[config.mk]
export PLATFORM = sky130hd
export DESIGN_NAME = utf8_to_utf32_stream_decoder
export DESIGN_NICKNAME = d
export VERILOG_FILES = /design/src/u8u32_pkg.sv /design/src/utf8_to_utf32_stream_decoder.sv
export SDC_FILE = /design/constraint.sdc
export NUM_CORES = 1
export LEC_CHECK = 0
export ABC_AREA = 1
export BUFFER_PORTS_ARGS = -buffer_cell sky130_fd_sc_hd__buf_2
export CORE_MARGIN = 2
export CORE_UTILIZATION = 30
export DETAILED_ROUTE_END_ITERATION = 10
export GPL_TIMING_DRIVEN = 1
export SETUP_SLACK_MARGIN = 0.02
export SYNTH_ARGS = -nofsm -noshare
export SYNTH_HDL_FRONTEND = slang
export SYNTH_SLANG_ARGS = --single-unit
[constraint.sdc]
create_clock -name clk -period 3.7 [get_ports clk]
set_input_delay 0.185 -clock clk [delete_from_list [all_inputs] [get_ports clk]]
set_output_delay 0.185 -clock clk [all_outputs]
set_load 0.005 [all_outputs]
[src/u8u32_pkg.sv]
`default_nettype none

package u8u32_pkg;

  // One incoming byte of a string.
  typedef struct packed {
    logic [7:0] data_byte;
    logic       final_byte;
  } byte_word_t;

  // One decoded code point with its running counts.
  typedef struct packed {
    logic [31:0] code_point;
    logic        needs_pair;
    logic [15:0] point_count;
    logic [15:0] unit_count;
    logic        string_end;
  } cp_word_t;

  localparam logic [7:0]  CONT_MASK  = 8'hC0;
  localparam logic [7:0]  CONT_TAG   = 8'h80;
  localparam logic [31:0] PAIR_LIMIT = 32'h0000_FFFF;

  // Value bits of a starting byte: leading-ones prefix and its zero masked off.
  function automatic logic [31:0] start_value(input logic [7:0] b);
    logic [7:0] v;
    if (!b[7]) begin
      v = b & 8'h7F;
    end else if (!b[6]) begin
      v = b & 8'h3F;
    end else if (!b[5]) begin
      v = b & 8'h1F;
    end else if (!b[4]) begin
      v = b & 8'h0F;
    end else if (!b[3]) begin
      v = b & 8'h07;
    end else if (!b[2]) begin
      v = b & 8'h03;
    end else if (!b[1]) begin
      v = b & 8'h01;
    end else begin
      v = 8'h00;
    end
    return {24'h000000, v};
  endfunction

endpackage

`default_nettype wire

[src/utf8_to_utf32_stream_decoder.sv]
// Lenient UTF-8 to UTF-32 stream decoder.
// Byte channel (byte_valid/byte_ready/byte_data): one UTF-8 byte per word,
// with final_byte set on the last byte of each string.
// Code point channel (cp_valid/cp_ready/cp_data): one decoded code point per
// word, with its surrogate-pair flag, the running code point and UTF-16 unit
// counts (saturating at 2^COUNT_WIDTH-1, low 16 bits shown) and string_end.
// A code point leaves when the next starting byte arrives or at the final
// byte; a final starting byte that follows a pending code point gives two
// words. Words caused by a byte are registered in the result queue first.
// Throughput: one byte per cycle, limited only by the three-entry result
// queue; byte_ready is high while at least two entries are free, so a byte
// giving two words needs the receiver to drain one extra word over time.
// A stalled receiver fills the queue and byte_ready drops; nothing is lost.
// Reset (rst, synchronous) empties the queue and clears the accumulator,
// the pending flag and both counts.
`default_nettype none

module utf8_to_utf32_stream_decoder #(
  parameter int COUNT_WIDTH = 16
) (
  input  wire                        clk,
  input  wire                        rst,
  input  wire                        byte_valid,
  output logic                       byte_ready,
  input  wire u8u32_pkg::byte_word_t byte_data,
  output logic                       cp_valid,
  input  wire                        cp_ready,
  output u8u32_pkg::cp_word_t        cp_data
);

  localparam logic [COUNT_WIDTH-1:0] COUNT_MAX = {COUNT_WIDTH{1'b1}};

  // Decoder state
  logic [31:0]            acc;
  logic                   pending;
  logic [COUNT_WIDTH-1:0] points;
  logic [COUNT_WIDTH-1:0] units;

  // Result queue: three entries, ring pointers over 0..2
  u8u32_pkg::cp_word_t queue [3];
  logic [1:0] wptr, rptr, fill;

  function automatic logic [COUNT_WIDTH-1:0] sat_add(input logic [COUNT_WIDTH-1:0] a,
                                                    input logic [1:0] n);
    logic [COUNT_WIDTH:0] s;
    s = {1'b0, a} + {{(COUNT_WIDTH-1){1'b0}}, n};
    return s[COUNT_WIDTH] ? COUNT_MAX : s[COUNT_WIDTH-1:0];
  endfunction

  function automatic logic [1:0] ptr_inc(input logic [1:0] p);
    return (p == 2'd2) ? 2'd0 : p + 2'd1;
  endfunction

  logic                   take, pop;
  logic                   is_cont, extend, emit0, emit1;
  logic [31:0]            acc_new;
  logic                   pair0, pair1;
  logic [COUNT_WIDTH-1:0] points_a, units_a, points_b, units_b;
  u8u32_pkg::cp_word_t    res0, res1;
  logic [1:0]             n_push;

  assign take       = byte_valid && byte_ready;
  assign pop        = cp_valid && cp_ready;
  assign byte_ready = (fill <= 2'd1);
  assign cp_valid   = (fill != 2'd0);
  assign cp_data    = queue[rptr];

  always_comb begin
    is_cont = (byte_data.data_byte & u8u32_pkg::CONT_MASK) == u8u32_pkg::CONT_TAG;
    extend  = pending && is_cont;
    emit0   = pending && !is_cont;   // starting byte flushes the pending point
    emit1   = byte_data.final_byte;
    acc_new = extend ? {acc[25:0], byte_data.data_byte[5:0]}
                     : u8u32_pkg::start_value(byte_data.data_byte);

    pair0    = acc > u8u32_pkg::PAIR_LIMIT;
    points_a = emit0 ? sat_add(points, 2'd1) : points;
    units_a  = emit0 ? sat_add(units, pair0 ? 2'd2 : 2'd1) : units;

    pair1    = acc_new > u8u32_pkg::PAIR_LIMIT;
    points_b = sat_add(points_a, 2'd1);
    units_b  = sat_add(units_a, pair1 ? 2'd2 : 2'd1);

    res0.code_point  = acc;
    res0.needs_pair  = pair0;
    res0.point_count = 16'(points_a);
    res0.unit_count  = 16'(units_a);
    res0.string_end  = 1'b0;

    res1.code_point  = acc_new;
    res1.needs_pair  = pair1;
    res1.point_count = 16'(points_b);
    res1.unit_count  = 16'(units_b);
    res1.string_end  = 1'b1;

    n_push = take ? ({1'b0, emit0} + {1'b0, emit1}) : 2'd0;
  end

  always_ff @(posedge clk) begin
    if (rst) begin
      acc     <= '0;
      pending <= 1'b0;
      points  <= '0;
      units   <= '0;
    end else if (take) begin
      if (emit1) begin
        acc     <= '0;
        pending <= 1'b0;
        points  <= '0;
        units   <= '0;
      end else begin
        acc     <= acc_new;
        pending <= 1'b1;
        points  <= points_a;
        units   <= units_a;
      end
    end
  end

  // Queue payload, no reset needed
  always_ff @(posedge clk) begin
    if (take) begin
      if (emit0) begin
        queue[wptr] <= res0;
        if (emit1) begin
          queue[ptr_inc(wptr)] <= res1;
        end
      end else if (emit1) begin
        queue[wptr] <= res1;
      end
    end
  end

  always_ff @(posedge clk) begin
    if (rst) begin
      wptr <= 2'd0;
      rptr <= 2'd0;
      fill <= 2'd0;
    end else begin
      case (n_push)
        2'd1:    wptr <= ptr_inc(wptr);
        2'd2:    wptr <= ptr_inc(ptr_inc(wptr));
        default: wptr <= wptr;
      endcase
      if (pop) begin
        rptr <= ptr_inc(rptr);
      end
      fill <= fill + n_push - {1'b0, pop};
    end
  end

endmodule

`default_nettype wire
### Yosys cells after proc, flatten, opt, wreduce, memory -nomap -nowiden

Memories as Yosys holds them, arrays and structs flattened. A register that Yosys moved wholly into a read port is not among the register bits.
Index checks and enable logic that the tools add are counted.

| word-level totals | value |
|---|---|
| input bits | 13 |
| RAM bits | 198 |
| output and inout port bits | 68 |
| memories kept | 1 |
| logic and storage cells | 73 |
| bits in registers | 71 |

| cells by class | value |
|---|---|
| add/sub/neg operators | 10 |
| bitwise logic cells | 1 |
| muxes and demuxes | 38 |
| reduce and logical (&&, ||, !) cells | 7 |
| magnitude comparators | 3 |
| equality and inequality tests | 6 |

Memory list:

| memory | words | bits a word | read ports | clocked after memory_dff | wr ports | line | RTL |
|---|---|---|---|---|---|---|---|
| queue | 3 | 66 | 1 | 1 | 2 | utf8_to_utf32_stream_decoder.sv:40 | `u8u32_pkg::cp_word_t queue [3];` |

Operator list:

| cell | number |
|---|---|
| 16-bit two-way mux | 8 |
| 66-bit two-way mux | 1 |
| 32-bit by 16-bit greater-than comparator with 1-bit output (second input constant) | 2 |
| 32-bit two-way mux | 2 |
| 16-bit by 1-bit adder with 17-bit output (second input constant) | 2 |
| 16-bit by 2-bit adder with 17-bit output | 2 |
| 8-bit two-way mux | 3 |
| 2-bit two-way mux | 9 |
| 1-bit two-way mux | 12 |
| 2-bit == test (second input constant) | 5 |
| 2-bit by 1-bit adder with 2-bit output (second input constant) | 3 |
| 1-bit logical AND | 4 |
| 4-bit two-way mux | 1 |
| 2-bit case mux with 2 select lines | 1 |
| 2-bit nonzero test | 2 |
| 3-bit two-way mux | 1 |
| 1-bit by 1-bit adder with 2-bit output | 1 |
| 2-bit adder | 1 |
| 2-bit by 1-bit == test with 1-bit output (second input constant) | 1 |
| 2-bit by 1-bit <= comparator with 1-bit output (second input constant) | 1 |
| 2-bit by 1-bit subtractor with 2-bit output | 1 |
| 1-bit logical NOT | 1 |
| 1-bit bitwise OR | 1 |

### Logic depth before layout (Yosys ltp)

| logic depth | value |
|---|---|
| depth in word-level cells | 13 |
| mapped depth | 26 |

### Worst setup path before layout

No wires, ideal clock.

| timing | value |
|---|---|
| path type | reg2reg |
| from | register acc[31] |
| to | memory queue[0][9] (netlist name) (data pin) |
| library setup time | 254 ps |
| stages on the path, launching flop included | 23 |
| data arrival time | 3560 ps |
| setup slack | -113 ps |
| required time | 3446 ps |
| path through | dfxtp_1 nor4_1 nand4_1 nor2_1 ha_1 inv_1 fa_1 inv_1 nand3_1 nor2_4 nand4_4 buf_6 o21ai_0 ha_1 fa_1 nand2_1 nor2_2 nand2_2 nor2_4 xor2_1 nand3_2 nand3_1 nand2_1 |

RTL lines:

| element | line | RTL |
|---|---|---|
| start, declared | utf8_to_utf32_stream_decoder.sv:34 | `logic [31:0] acc;` |
| start signal, assigned | utf8_to_utf32_stream_decoder.sv:112 | `acc <= acc_new;` |
| end, declared | utf8_to_utf32_stream_decoder.sv:40 |  |

==> reports/qor.tcl <==
set qor(status) {complete, but fails checks}
set qor(violated_checks) {negative hold slack}
set qor(dr_total_vias) 14300
set qor(cp_max_fo) 7
set qor(internal_power_mw) 6.00
set qor(mostFrequentLayoutCells) {sky130_fd_sc_hd__nand2_1 (506), sky130_fd_sc_hd__edfxtp_1 (195), sky130_fd_sc_hd__nor2_1 (187)}
set qor(worst_r2r_path_depth) 22
set qor(synth_adder_area_share) 0.0116
set qor(layout-drive-gt1-share) 0.153
set qor(maxClockFrequency_mhz) 271
set qor(synth_enable_flop_cells) 195
set qor(async_flop_share) 0
set qor(synthMuxAreaShare) 0
set qor(io_buffers) 80
set qor(finalNetCount) 2069
set qor(clock_latency_ns) 0.57
set qor(grt_first_pass_wirelength_mm) 76.8
set qor(comb_power_share) 0.303
set qor(synth-seq-cells) 271
set qor(fp.dieArea_um2) 52700
set qor(cts_root_buffer) {sky130_fd_sc_hd__clkbuf_16}
set qor(leakage_nw) 7.01
set qor(post-dp-hpwl_mm) 30.3
set qor(worst_ep_arrival_time_ns) 4.10
set qor(placed_area_um2) 16700
set qor(clock_path_buffers) 3
set qor(fp.dieH_um) 230
set qor(report.final.slew_viol_count) 0
set qor(yosysWarnings) 0
set qor(maxCapViolCount) 0
set qor(tritoncts_num_sinks) 271
set qor(synth-xor-area-share) 0.00746
set qor(synth_flop_cell) {sky130_fd_sc_hd__edfxtp_1}
set qor(final_hold_viol_count) 1
set qor(setup_viol) 0
set qor(detailedRoute.firstPassIterationCount) 7
set qor(finish.instance_area_um2) 17900
set qor(drt-total-wl_mm) 49.7
set qor(synth.cell_area_um2) 15300
set qor(syn-mean-instance-area_um2) 7.80
set qor(grt_util_all_layers) 0.183
set qor(detail-route-antenna-nets) 0
set qor(detailedRoute.firstIterationViolations) 1345
set qor(clock_power_share) 0.308
set qor(combinational_family_with_the_most_area_after_synthesis) {simple AND/OR/NAND/NOR gates}
set qor(power.switching_fraction) 0.351
set qor(antenna_found_initial) 4
set qor(critPathLaunchType) {flop}
set qor(unrepaired_setup_endpoints_after_global_routing) {true}
set qor(tritoncts_clock_tree) {built}
set qor(overflow) 0
set qor(timing.final.crit_period_ns) 3.68
set qor(final.period_utilization) 0.996
set qor(synth_compound_gate_area_share) 0.151
set qor(placementRows) 82
set qor(cts_inserted_buffers) 28
set qor(clock_tree.htree_level_count) 1
set qor(floorplan.initialDensity) 0.304
set qor(layout_commonest_cell) {sky130_fd_sc_hd__nand2_1}
set qor(setup_slack_ns) 0.0158
set qor(num_io_pins) 81
set qor(first_global_vias) 13700
set qor(clock-skew-final_ns) 0.0168
set qor(design.core.area_um2) 50200
set qor(p_per_area_nw_per_um2) 516
set qor(synth_cells) 1957
set qor(crit_type) {flop to flop}
set qor(synth.yosys.seq_area_share) 0.483
set qor(timing.max_slew.rel_slack) 0.289
set qor(dieWidth_um) 230
set qor(total_switching_power_mw) 3.24
set qor(grt_start_max_net_pins) 67
set qor(post_syn_nets) 1983
set qor(max_slew.worst_pin.slew_ns) 1.07
set qor(hold_class) {input pin to flop}
set qor(p_seq_frac) 0.389
set qor(ir_drop_v) 0.000501
set qor(vias_per_std_cell) 5.23
set qor(simple_gate_area_share_of_the_yosys_netlist) 0.273
set qor(detailedPlace.worstSlack_ns) -0.0342
set qor(reg2reg_setup_slack_ns) 0.02
set qor(cts.reportedPaths.clkPinSlew_ns) 0.07
set qor(area_growth_pct) 17.4
set qor(worst_ep_required_time_ns) 4.12
set qor(gp_congestion) 0.868
set qor(worstHoldPathCells) 4
set qor(drc) 0
set qor(netlist-cell-type-count) 45
set qor(worstSetupEndpointType) {flop}
set qor(holdWs_ns) -0.0123
set qor(per_cell_routed_wire_length_um) 18.2
[through the flow]
stage / std cells / setup TNS (ns) / hold WS, ns / util / power (mW)
global route: 2736 / -8.38 / 0.0248 / 0.357 / 9.67
finish: 2738 / 0 / -0.0123 / 0.357 / 9.24
global placement: 2668 / 0 / 0.457 / 0.333 / 6.40
CTS: 2724 / 0 / 0.000137 / 0.352 / 9.27
detailed placement: 2668 / -0.314 / 0.464 / 0.333 / 6.44
floorplan: 1957 / 0 / 0.345 / - / 5.20
[flip-flops by register name, indices dropped and copies added (netlist names), named ones only]
register / flops
units: 16
pending: 1
acc: 32
rptr: 2
queue: 198
wptr: 2
points: 16
fill: 2
[worst max-delay path: stages (launching register included)]
cell                      delay (ns)
sky130_fd_sc_hd__dfxtp_2        0.33
sky130_fd_sc_hd__nor4_2         0.26
sky130_fd_sc_hd__nand4_1        0.15
sky130_fd_sc_hd__nor2_2         0.16
sky130_fd_sc_hd__ha_2           0.20
sky130_fd_sc_hd__inv_2          0.04
sky130_fd_sc_hd__fa_2           0.32
sky130_fd_sc_hd__inv_2          0.09
sky130_fd_sc_hd__nand3_4        0.09
sky130_fd_sc_hd__nor2_4         0.16
sky130_fd_sc_hd__nand4_4        0.10
sky130_fd_sc_hd__o21ai_4        0.12
sky130_fd_sc_hd__ha_4           0.18
sky130_fd_sc_hd__fa_2           0.20
sky130_fd_sc_hd__nand2_2        0.07
sky130_fd_sc_hd__nor2_2         0.09
sky130_fd_sc_hd__nand2_2        0.08
sky130_fd_sc_hd__nor2_4         0.23
sky130_fd_sc_hd__nand3_4        0.17
sky130_fd_sc_hd__buf_6          0.16
sky130_fd_sc_hd__nand3_2        0.06
sky130_fd_sc_hd__o21ai_4        0.09
sky130_fd_sc_hd__o21ai_2        0.18
[layer usage]
metal / vias up / wire length, um / global-route usage / part of all wire
li1: 6861 / - / - / -
met1: 6848 / 21700 / 0.246 / 0.44
met2: 538 / 23500 / 0.307 / 0.47
met3: 74 / 3460 / 0.0237 / 0.070
met4: 4 / 1050 / 0.0530 / 0.021
met5: - / 30 / 0 / 0.00060
[synthesized netlist by cell type (3+ instances only)]
master | instances | area [um2]
sky130_fd_sc_hd__a21oi_1 | 183 | 916
sky130_fd_sc_hd__a22oi_1 | 21 | 158
sky130_fd_sc_hd__buf_1 | 14 | 52.6
sky130_fd_sc_hd__buf_2 | 9 | 45.0
sky130_fd_sc_hd__buf_6 | 5 | 56.3
sky130_fd_sc_hd__clkbuf_1 | 84 | 315
sky130_fd_sc_hd__dfxtp_1 | 76 | 1520
sky130_fd_sc_hd__edfxtp_1 | 195 | 5860
sky130_fd_sc_hd__ha_1 | 11 | 138
sky130_fd_sc_hd__inv_1 | 167 | 627
sky130_fd_sc_hd__inv_2 | 4 | 15.0
sky130_fd_sc_hd__nand2_1 | 518 | 1940
sky130_fd_sc_hd__nand2_2 | 11 | 68.8
sky130_fd_sc_hd__nand3_1 | 149 | 746
sky130_fd_sc_hd__nand3_2 | 11 | 110
sky130_fd_sc_hd__nand4_1 | 36 | 225
sky130_fd_sc_hd__nand4_2 | 5 | 62.6
sky130_fd_sc_hd__nor2_1 | 198 | 743
sky130_fd_sc_hd__nor2_2 | 6 | 37.5
sky130_fd_sc_hd__nor2_4 | 5 | 56.3
sky130_fd_sc_hd__nor3_1 | 4 | 20.0
sky130_fd_sc_hd__nor4_1 | 5 | 31.3
sky130_fd_sc_hd__o211ai_1 | 3 | 22.5
sky130_fd_sc_hd__o21ai_0 | 84 | 420
sky130_fd_sc_hd__o21ai_1 | 14 | 70.1
sky130_fd_sc_hd__o21ai_2 | 4 | 35.0
sky130_fd_sc_hd__o22ai_1 | 99 | 619
sky130_fd_sc_hd__or2_2 | 3 | 18.8
sky130_fd_sc_hd__xor2_1 | 13 | 114
[logic make-up (layout without fill, tap and decap cells)]
kind of cell | after synthesis | count (layout)
and+or+nand+nor | 960 | 961
AOI/OAI and AO/OA | 415 | 415
buffers and inverters | 285 | 391
DFF | 271 | 271
adders and majority gates | 13 | 13
xor gates and xnor gates | 13 | 13
other | 0 | 2
[repair_timing]
| action | CTS | global route |
|---|---|---|
| pin swaps | 3 | 18 |
| endpoints found under the setup margin | 39 | 48 |
| gates cloned | 0 | 1 |
| endpoints found under the hold margin | 3 | 0 |
| gates resized for setup | 6 | 53 |
| setup buffers | 2 | 11 |
| hold buffers | 3 | 0 |
[worst paths after layout]
check / from / endpoint
worst max register to register: acc[31] / queue[2][3]
worst min-delay path: byte_data[5] / acc[3]
worst max-delay path: acc[31] / queue[2][3]
worst min register to register: queue[0][0] / queue[0][0]
[layout make-up]
cell class                      count  area [um2]
Tap cell                          672         841
Antenna cell                        2        5.00
Clock inverter                     19         175
Sequential cell                   271        7380
Fill cell                        5098       32200
Clock buffer                       32         726
Inverter                          173         652
Timing Repair Buffer              167        1140
Multi-Input combinational cell   1402        7000
[power groups by stage]
stage,clock (mW),sequential [mW],combinational [mW]
3_5_place_dp,0,3.66,2.78
6_report,2.84,3.60,2.80
4_1_cts,2.88,3.59,2.80
3_3_place_gp,0,3.65,2.75
2_1_floorplan,0,3.65,1.55
5_1_grt,2.98,3.62,3.06
No activity file was read; power rests on OpenSTA's default activity.
